<file path="src/rtl/core/tbdp_pkg.sv">
// ----------------------------------------------------------------------------
// tbdp_pkg
// Shared widths, parameter defaults and the stage-to-stage control word for
// the ternary bit-packed dot product.
// ----------------------------------------------------------------------------
package tbdp_pkg;

  // fixed field widths
  localparam int MASK_W = 64;
  localparam int DOT_W  = 10;

  // parameter defaults
  localparam int WORD_BITS_DEF  = 64;
  localparam int MAX_LENGTH_DEF = 256;

  // control that travels with the lane-count result into the accumulator
  typedef struct packed {
    logic valid;
    logic last;
  } tbdp_ctl_t;

endpackage

</file>
<file path="src/rtl/core/tbdp_lane_count.sv">
// ----------------------------------------------------------------------------
// tbdp_lane_count
// Input register and lane-count stage: registers one word of both vectors,
// then sums +1 for agreeing and -1 for opposing nonzero lanes in a tree.
// ----------------------------------------------------------------------------
module tbdp_lane_count #(
  parameter int WORD_BITS = 64,
  parameter int DELTA_W   = 8
) (
  input  logic                       clk,
  input  logic                       rst_n,
  input  logic                       in_valid,
  output logic                       in_ready,
  input  logic [tbdp_pkg::MASK_W-1:0] in_a_nonzero,
  input  logic [tbdp_pkg::MASK_W-1:0] in_a_negative,
  input  logic [tbdp_pkg::MASK_W-1:0] in_b_nonzero,
  input  logic [tbdp_pkg::MASK_W-1:0] in_b_negative,
  input  logic                       in_last_word,
  output tbdp_pkg::tbdp_ctl_t        word_ctl,
  output logic signed [DELTA_W-1:0]  word_delta,
  input  logic                       word_ready
);
  import tbdp_pkg::*;

  localparam int LVL   = $clog2(WORD_BITS);
  localparam int LEAVES = 1 << LVL;

  // stage 1: input register
  logic                 s1_valid_r, s1_valid_nxt;
  logic                 s1_last_r;
  logic [WORD_BITS-1:0] a_nz_r, a_neg_r, b_nz_r, b_neg_r;
  logic                 s1_load;

  // stage 2: lane count register
  logic                      s2_valid_r, s2_valid_nxt;
  logic                      s2_last_r;
  logic signed [DELTA_W-1:0] delta_r;
  logic                      s2_ready;
  logic                      s2_load;

  // adder tree, heap order: node i sums nodes 2i and 2i+1
  logic signed [DELTA_W-1:0] tree [1:2*LEAVES-1];

  assign s2_ready = !s2_valid_r || word_ready;
  assign s2_load  = s1_valid_r && s2_ready;
  assign in_ready = !s1_valid_r || s2_ready;
  assign s1_load  = in_valid && in_ready;

  always_comb begin
    s1_valid_nxt = s1_load || (s1_valid_r && !s2_ready);
    s2_valid_nxt = s2_load || (s2_valid_r && !word_ready);
  end

  genvar k;
  generate
    for (k = 0; k < LEAVES; k++) begin : g_leaf
      if (k < WORD_BITS) begin : g_lane
        logic both, differ;
        assign both   = a_nz_r[k] & b_nz_r[k];
        assign differ = a_neg_r[k] ^ b_neg_r[k];
        // +1 when signs agree, -1 when they differ, 0 when either is zero
        assign tree[LEAVES+k] = {{(DELTA_W-1){both & differ}}, both};
      end else begin : g_pad
        assign tree[LEAVES+k] = '0;
      end
    end
    for (k = 1; k < LEAVES; k++) begin : g_node
      assign tree[k] = tree[2*k] + tree[2*k+1];
    end
  endgenerate

  always_ff @(posedge clk) begin
    if (!rst_n) begin
      s1_valid_r <= 1'b0;
      s2_valid_r <= 1'b0;
    end else begin
      s1_valid_r <= s1_valid_nxt;
      s2_valid_r <= s2_valid_nxt;
    end
  end

  always_ff @(posedge clk) begin
    if (s1_load) begin
      a_nz_r    <= in_a_nonzero[WORD_BITS-1:0];
      a_neg_r   <= in_a_negative[WORD_BITS-1:0];
      b_nz_r    <= in_b_nonzero[WORD_BITS-1:0];
      b_neg_r   <= in_b_negative[WORD_BITS-1:0];
      s1_last_r <= in_last_word;
    end
    if (s2_load) begin
      delta_r   <= tree[1];
      s2_last_r <= s1_last_r;
    end
  end

  assign word_ctl.valid = s2_valid_r;
  assign word_ctl.last  = s2_last_r;
  assign word_delta     = delta_r;

endmodule

</file>
<file path="src/rtl/core/tbdp_accum.sv">
// ----------------------------------------------------------------------------
// tbdp_accum
// Running sum with saturation and the result register; the sum clears on the
// last word of a vector pair.
// ----------------------------------------------------------------------------
module tbdp_accum #(
  parameter int MAX_LENGTH = 256,
  parameter int DELTA_W    = 8
) (
  input  logic                                clk,
  input  logic                                rst_n,
  input  tbdp_pkg::tbdp_ctl_t                 word_ctl,
  input  logic signed [DELTA_W-1:0]           word_delta,
  output logic                                word_ready,
  output logic                                out_valid,
  input  logic                                out_ready,
  output logic signed [tbdp_pkg::DOT_W-1:0]   out_dot_value
);
  import tbdp_pkg::*;

  localparam int SUM_W = $clog2(MAX_LENGTH + 1) + 1;
  localparam int MX1   = (SUM_W > DELTA_W) ? SUM_W : DELTA_W;
  localparam int EXT_W = ((MX1 > DOT_W) ? MX1 : DOT_W) + 1;
  localparam logic signed [EXT_W-1:0] POS_LIM = EXT_W'(MAX_LENGTH);
  localparam logic signed [EXT_W-1:0] NEG_LIM = EXT_W'(-MAX_LENGTH);

  logic signed [SUM_W-1:0] sum_r, sum_nxt;
  logic                    out_valid_r, out_valid_nxt;
  logic signed [DOT_W-1:0] dot_r;
  logic signed [EXT_W-1:0] sum_ext, clamped;
  logic                    fire;
  logic                    emit;

  // a last word needs the result slot free or draining this cycle
  assign word_ready = !word_ctl.last || !out_valid_r || out_ready;
  assign fire       = word_ctl.valid && word_ready;
  assign emit       = fire && word_ctl.last;

  always_comb begin
    sum_ext = {{(EXT_W-SUM_W){sum_r[SUM_W-1]}}, sum_r}
            + {{(EXT_W-DELTA_W){word_delta[DELTA_W-1]}}, word_delta};
    if (sum_ext > POS_LIM) begin
      clamped = POS_LIM;
    end else if (sum_ext < NEG_LIM) begin
      clamped = NEG_LIM;
    end else begin
      clamped = sum_ext;
    end

    sum_nxt = sum_r;
    if (fire) begin
      sum_nxt = word_ctl.last ? '0 : clamped[SUM_W-1:0];
    end

    out_valid_nxt = emit || (out_valid_r && !out_ready);
  end

  always_ff @(posedge clk) begin
    if (!rst_n) begin
      sum_r       <= '0;
      out_valid_r <= 1'b0;
    end else begin
      sum_r       <= sum_nxt;
      out_valid_r <= out_valid_nxt;
    end
  end

  // result carries the low bits of the clamped sum
  always_ff @(posedge clk) begin
    if (emit) begin
      dot_r <= clamped[DOT_W-1:0];
    end
  end

  assign out_valid     = out_valid_r;
  assign out_dot_value = dot_r;

endmodule

</file>
<file path="src/rtl/core/ternary_bitpacked_dot_product.sv">
// ----------------------------------------------------------------------------
// ternary_bitpacked_dot_product
// Dot product of two ternary vectors held as nonzero and negative bit masks,
// one word of both vectors per input word, saturated running sum.
// ----------------------------------------------------------------------------
//   channel  direction  handshake            payload
//   in       input      in_valid/in_ready    a/b nonzero and negative masks,
//                                            last_word
//   out      output     out_valid/out_ready  dot_value, one per last word
//
// one word per cycle sustained while no held result stalls a last word; a last
// word passes the input register, the lane-count tree register and the
// accumulator/result register. the lane-count adder tree sets the stage-2 path.
// reset is synchronous, active low, and clears the running sum and all valids.
// a held result stalls only last words reaching the accumulator; ready
// propagates back through the stages combinationally.
// ----------------------------------------------------------------------------
module ternary_bitpacked_dot_product #(
  parameter int WORD_BITS  = tbdp_pkg::WORD_BITS_DEF,
  parameter int MAX_LENGTH = tbdp_pkg::MAX_LENGTH_DEF
) (
  input  logic                              clk,
  input  logic                              rst_n,
  input  logic                              in_valid,
  output logic                              in_ready,
  input  logic [tbdp_pkg::MASK_W-1:0]       in_a_nonzero,
  input  logic [tbdp_pkg::MASK_W-1:0]       in_a_negative,
  input  logic [tbdp_pkg::MASK_W-1:0]       in_b_nonzero,
  input  logic [tbdp_pkg::MASK_W-1:0]       in_b_negative,
  input  logic                              in_last_word,
  output logic                              out_valid,
  input  logic                              out_ready,
  output logic signed [tbdp_pkg::DOT_W-1:0] out_dot_value
);
  import tbdp_pkg::*;

  localparam int DELTA_W = $clog2(WORD_BITS + 1) + 1;

  tbdp_ctl_t                 word_ctl;
  logic signed [DELTA_W-1:0] word_delta;
  logic                      word_ready;

  tbdp_lane_count #(
    .WORD_BITS (WORD_BITS),
    .DELTA_W   (DELTA_W)
  ) u_lane_count (
    .clk           (clk),
    .rst_n         (rst_n),
    .in_valid      (in_valid),
    .in_ready      (in_ready),
    .in_a_nonzero  (in_a_nonzero),
    .in_a_negative (in_a_negative),
    .in_b_nonzero  (in_b_nonzero),
    .in_b_negative (in_b_negative),
    .in_last_word  (in_last_word),
    .word_ctl      (word_ctl),
    .word_delta    (word_delta),
    .word_ready    (word_ready)
  );

  tbdp_accum #(
    .MAX_LENGTH (MAX_LENGTH),
    .DELTA_W    (DELTA_W)
  ) u_accum (
    .clk           (clk),
    .rst_n         (rst_n),
    .word_ctl      (word_ctl),
    .word_delta    (word_delta),
    .word_ready    (word_ready),
    .out_valid     (out_valid),
    .out_ready     (out_ready),
    .out_dot_value (out_dot_value)
  );

`ifndef SYNTHESIS
  // with no result pending nothing downstream can hold the input side
  a_ready_when_out_empty: assert property (@(posedge clk) disable iff (!rst_n)
    !out_valid |-> in_ready)
    else $error("in_ready low while no result is pending");

  // saturation keeps results inside the bound when it fits the field
  a_result_in_range: assert property (@(posedge clk) disable iff (!rst_n)
    out_valid |-> ((MAX_LENGTH > 511) ||
                   ((out_dot_value <= MAX_LENGTH) && (out_dot_value >= -MAX_LENGTH))))
    else $error("result outside saturation range");

  // no result survives reset
  a_reset_clears_out: assert property (@(posedge clk)
    !rst_n |=> !out_valid)
    else $error("result valid right after reset");
`endif

endmodule
</file>
<file path="config.mk">
export PLATFORM = sky130hd
export DESIGN_NAME = ternary_bitpacked_dot_product
export DESIGN_NICKNAME = d
export VERILOG_FILES = /design/src/rtl/core/tbdp_pkg.sv /design/src/rtl/core/tbdp_lane_count.sv /design/src/rtl/core/tbdp_accum.sv /design/src/rtl/core/ternary_bitpacked_dot_product.sv
export SDC_FILE = /design/constraint.sdc
export NUM_CORES = 1
export LEC_CHECK = 0
export BUFFER_PORTS_ARGS = -buffer_cell sky130_fd_sc_hd__buf_2
export CORE_ASPECT_RATIO = 2
export CORE_MARGIN = 2
export CORE_UTILIZATION = 45
export DETAILED_ROUTE_END_ITERATION = 8
export MAX_ROUTING_LAYER = met4
export PLACE_DENSITY = 0.71
export SYNTH_ARGS = -nofsm -noshare
export SYNTH_HDL_FRONTEND = slang
export SYNTH_HIERARCHICAL = 1
export SYNTH_SLANG_ARGS = --single-unit
</file>
<file path="constraint.sdc">
create_clock -name clk -period 7.95 [get_ports clk]
set_input_delay 0.795 -clock clk [delete_from_list [all_inputs] [get_ports clk]]
set_output_delay 0.795 -clock clk [all_outputs]
set_load 0.05 [all_outputs]
</file>
Yosys cells after proc, flatten, opt, wreduce, memory -nomap -nowiden
Index checks and enable logic that the tools add are counted.

storage, ports and cells
  bits in registers = 289
  output and inout bits = 12
  word-level logic and storage cells = 294
  input bits = 261

cells by class
  $lt $le $gt $ge = 2
  reduce and logical (&&, ||, !) cells = 21
  $add $sub $neg = 64
  mux-type cells = 3
  bitwise operators = 192

operator list
  operator                                                                count
  1-bit AND                                                               128
  2-bit by 2-bit adder with 3-bit output                                  32
  3-bit by 3-bit adder with 4-bit output                                  16
  1-bit bitwise XOR                                                       64
  4-bit by 4-bit adder with 5-bit output                                  8
  10-bit 2-to-1 mux                                                       3
  5-bit by 5-bit adder with 6-bit output                                  4
  6-bit by 6-bit adder with 7-bit output                                  2
  10-bit by 8-bit adder with 11-bit output                                1
  11-bit by 10-bit > comparator with 1-bit output, second input constant  1
  11-bit by 9-bit < comparator with 1-bit output, second input constant   1
  7-bit by 7-bit adder with 8-bit output                                  1
  1-bit logical AND                                                       7
  1-bit zero test                                                         7
  1-bit logical OR                                                        7

Depth between registers and ports, before layout
  word-level depth = 8
  gate-level depth with buffers = 26
  gate-level depth less buffers = 26

Hierarchy
The synthesis kept the hierarchy.

modules (own cells, without submodules)
  module           seq. area each (um^2)  area an instance (um^2)  instances  cells each
  tbdp_lane_count  8027.7                 14370.0                  1          904
  tbdp_accum       520.5                  1312.5                   1          131

Least setup slack after synthesis
OpenSTA, ideal clock, no wires.

  path type = input port to flip-flop
  start = in out_ready
  end = reg u_lane_count.a_neg_r[0] (enable)
  slack = 42 ps
  required time = 7301 ps
  cell stages on the path = 4
  arrival time = 7258 ps
  path buffers = 0
  setup time = 649 ps
  path through = nand3b_1 > nor2b_1 > nand2_1 > and2_1

on the way
  longest elaborated chain between the ends = 4

RTL lines
  item                            line                                 source
  start: declaration              ternary_bitpacked_dot_product.sv:32  input logic out_ready,
  1-bit logical OR                tbdp_accum.sv:35                     assign word_ready = !word_ctl.last || !out_valid_r || out_ready;
  1-bit logical OR                tbdp_lane_count.sv:44                assign s2_ready = !s2_valid_r || word_ready;
  1-bit logical OR                tbdp_lane_count.sv:46                assign in_ready = !s1_valid_r || s2_ready;
  named net in_ready              ternary_bitpacked_dot_product.sv:25  output logic in_ready,
  1-bit logical AND               tbdp_lane_count.sv:47                assign s1_load = in_valid && in_ready;
  named net u_lane_count.s1_load  tbdp_lane_count.sv:32                logic s1_load;
  end signal: assignment          tbdp_lane_count.sv:85                a_neg_r <= in_a_negative[WORD_BITS-1:0];
  end: declaration                tbdp_lane_count.sv:31                logic [WORD_BITS-1:0] a_nz_r, a_neg_r, b_nz_r, b_neg_r;

The timed path passes the listed nets, and every way through them passes these cells.
A chain may end at the register's enable or synchronous reset.

==> impl_metrics.csv <==
group,metric,value,unit
status,status,"finished, final reports clean",
clock_network,cts_tree,"yes",
grt,grt_pass1_wl,45310,um
placement,pre_cts_slack,0.8815,ns
synthesis,ys_seq_elements,289,
synthesis,synth_area_leader_cell,"edfxtp_1",
synthesis,synth_area_per_cell,15.15,sq um
worst_setup_path,rr_worst_depth,22,
placement,dp_hpwl,24080,um
synthesis,synth-edff-count,276,
grt,grt_util_all_layers,0.1709,
placement,dp_cells,1746,
timing,clock-skew-final,0.008406,ns
drt,via_per_inst,4.561,
worst_setup_path,crit_required,8.24,ns
clock_network,clk_pin_slew,0.07,ns
timing,setup_ws,0.9231,ns
synthesis,synthArstFlopShare,0,
finish,layout_commonest_cell,"edfxtp_1",
synthesis,synth_top_area_frac,0.5285,
worst_setup_path,reg2reg_slack,0.92,ns
drt,detail_route.first_pass.iterations,5,
clock_network,ctsHoldBuffers,0,
clock_network,cts_sinks,289,
synthesis,synth_top_flop_cell,"edfxtp_1",
timing,max_slew_margin,0.1796,
synthesis,synth_area,15680,sq um
clock_network,clockBufferDepth,3,
drt,routed_wl,29340,um
synthesis,synth_warnings,6,
floorplanning,die-area,36450,sq um
grt,antenna_found_initial,3,
synthesis,synthesis.nets,1534,
finish,final_cell_mix,"edfxtp_1 (276), buf_2 (272), inv_1 (193)",
drt,ant_nets,0,
timing,final_hold_viol_count,0,
worst_setup_path,arrival,7.32,ns
floorplanning,num_rows,96,
floorplanning,die_y,268.0,um
finish,synthToLayoutAreaGrowth,17.66,%
timing,drv_slew,0,
clock_network,numCtsBuffers,26,
hold_path,hold_path.class,"in2reg",
worst_setup_path,r2r-start,"u_lane_count/b_neg_r[48]",
clock_network,root_buffer,"clkbuf_16",
hold_path,whs_endpoint,"u_lane_count/a_nz_r[62]",
floorplanning,initial_core_util,0.4565,
timing,clock.fmax,142.3,MHz
timing,worst_slew_pin_slew,1.231,ns
worst_setup_path,endpoint_kind,"flip-flop",
timing,finalSetupViolations,0,
timing,fin_setup_tns,0,ns
drt,drt-initial-drc-count,262,
placement,place_congestion,0.7888,
worst_setup_path,critPathKind,"reg2reg",
flow_run,max_cap_violations,0,
synthesis,ys_types,52,
timing,rsz0062_at_grt,"no",
synthesis,synth_cells,1035,
worst_setup_path,crit_path_start_kind,"flip-flop",
grt,grt_pass1_vias,9326,
worst_setup_path,path_max_fanout,3,
clock_network,post_cts_buffers,0,
grt,grt-ovfl-total,0,
clock_network,ctsResizeCount,0,
placement,io_buffers,272,
floorplanning,core,34350,sq um
finish,final_cell_count_no_fill,1796,
hold_path,hold_path.startpoint,"in_a_nonzero[62]",
hold_path,hold_depth,1,
drt,drcViolationCount,0,
synthesis,ys_seq_area_frac,0.5451,
finish,final_nets,1832,
floorplanning,die_w,136.0,um
worst_setup_path,worstReg2RegEnd,"u_lane_count/word_delta[6]",
timing,period_needed,7.027,ns
timing,period_share,0.8839,
synthesis,ys_top_cells_by_area,"edfxtp_1 (53%), fa_1 (22%), ha_1 (5.3%), inv_1 (4.6%), and2_1 (4.3%)",
floorplanning,io_pins,273,
drt,wl_per_cell,16.34,um
clock_network,insertion_delay,0.55,ns
finish,drive_gt1_frac,0.2463,
clock_network,h-tree-depth,1,
grt,grt_max_degree,99,
drt,vias,8192,
[registers in the layout (all words and copies together), names as in the netlist]
| signal | flops |
|---|---|
| u_accum/sum_r | 10 |
| u_lane_count/a_nz_r | 64 |
| u_lane_count/s2_last_r | 1 |
| u_lane_count/s1_last_r | 1 |
| u_accum/out_dot_value | 10 |
| u_lane_count/s2_valid_r | 1 |
| u_lane_count/s1_valid_r | 1 |
| u_lane_count/b_nz_r | 64 |
| u_lane_count/word_delta | 8 |
| u_accum/out_valid | 1 |
| u_lane_count/a_neg_r | 64 |
| u_lane_count/b_neg_r | 64 |
[cell type report]
class	count	area, sq um
Clock inverter	19	175.2
Antenna cell	3	7.507
Fill cell	2949	15900
Tap cell	441	551.8
Inverter	193	724.4
Timing Repair Buffer	275	1384
Clock buffer	28	679.4
Sequential cell	289	8548
Multi-Input combinational cell	548	6382
[routing by layer]
| layer | global-route usage | vias to the layer above | wire, um |
|---|---|---|---|
| met5 | - | - | 0 |
| met4 | 0.06672 | 0 | 992 |
| met3 | 0.01886 | 58 | 1001 |
| met2 | 0.3594 | 190 | 19030 |
| met1 | 0.1438 | 4037 | 8323 |
| li1 | - | 3907 | - |
[worst max-delay path: stages (launching register included)]
cell	delay, ns
edfxtp_1	0.39
xor2_1	0.20
and2_1	0.20
inv_1	0.07
fa_1	0.46
fa_1	0.57
inv_1	0.07
fa_1	0.56
fa_1	0.45
fa_1	0.57
fa_1	0.54
fa_1	0.56
inv_1	0.06
fa_1	0.50
fa_1	0.47
inv_1	0.06
ha_1	0.19
inv_1	0.07
fa_1	0.39
inv_1	0.07
a21o_1	0.10
a21oi_1	0.07
xnor2_1	0.13
[worst max path at each step]
stage | slack [ns] | start | end | cells past startpoint
6_report | 0.92 | u_lane_count/b_neg_r[48] | u_lane_count/word_delta[6] | 22
5_1_grt | 0.46 | u_lane_count/b_neg_r[60] | u_lane_count/word_delta[7] | 20
4_1_cts | 0.84 | u_lane_count/b_neg_r[60] | u_lane_count/word_delta[7] | 20
3_5_place_dp | 0.88 | u_lane_count/b_neg_r[60] | u_lane_count/word_delta[6] | 22
3_3_place_gp | 1.01 | u_lane_count/a_neg_r[54] | u_lane_count/word_delta[7] | 20
2_1_floorplan | 0.04 | out_ready | u_lane_count/a_neg_r[0] | 4
[kinds of logic (layout without fill, tap and decap cells)]
| family | Yosys count | count (layout) | share of synthesized area |
|---|---|---|---|
| AOI/OAI and AO/OA | 37 | 37 | 0.01779 |
| xor gates and xnor gates | 82 | 82 | 0.04627 |
| adders and majority gates | 238 | 238 | 0.2722 |
| buffers and inverters | 198 | 515 | 0.04811 |
| DFF | 289 | 289 | 0.5451 |
| muxes | 2 | 2 | 0.002154 |
| other | 0 | 3 | 0 |
| and+or+nand+nor | 189 | 189 | 0.06837 |
[through the flow]
stage | hold slack, ns | util | instance area [sq um]
after floorplan | 0.4003 | - | 15680
after global placement | 0.4211 | 0.5121 | 17590
after detailed placement | 0.4117 | 0.5121 | 17590
after CTS | 0.3877 | 0.5369 | 18450
after global routing | 0.3922 | 0.5372 | 18450
final | 0.4187 | 0.5372 | 18450
[synth_stat cells, drive strengths merged, types with 3 or more instances]
cell    number
edfxtp     276
xnor2       14
nand2       37
xor2        68
a22o         3
ha          66
nand3        4
dfxtp       13
and2       110
a21oi        8
o31ai        5
buf          4
o21ai        5
nor2        10
fa         172
inv        193
nand4        3
nor2b       12
Power is left out: the tool's default activity adds up to more than one toggle a clock period on the data nets, which glitch-free logic cannot reach.
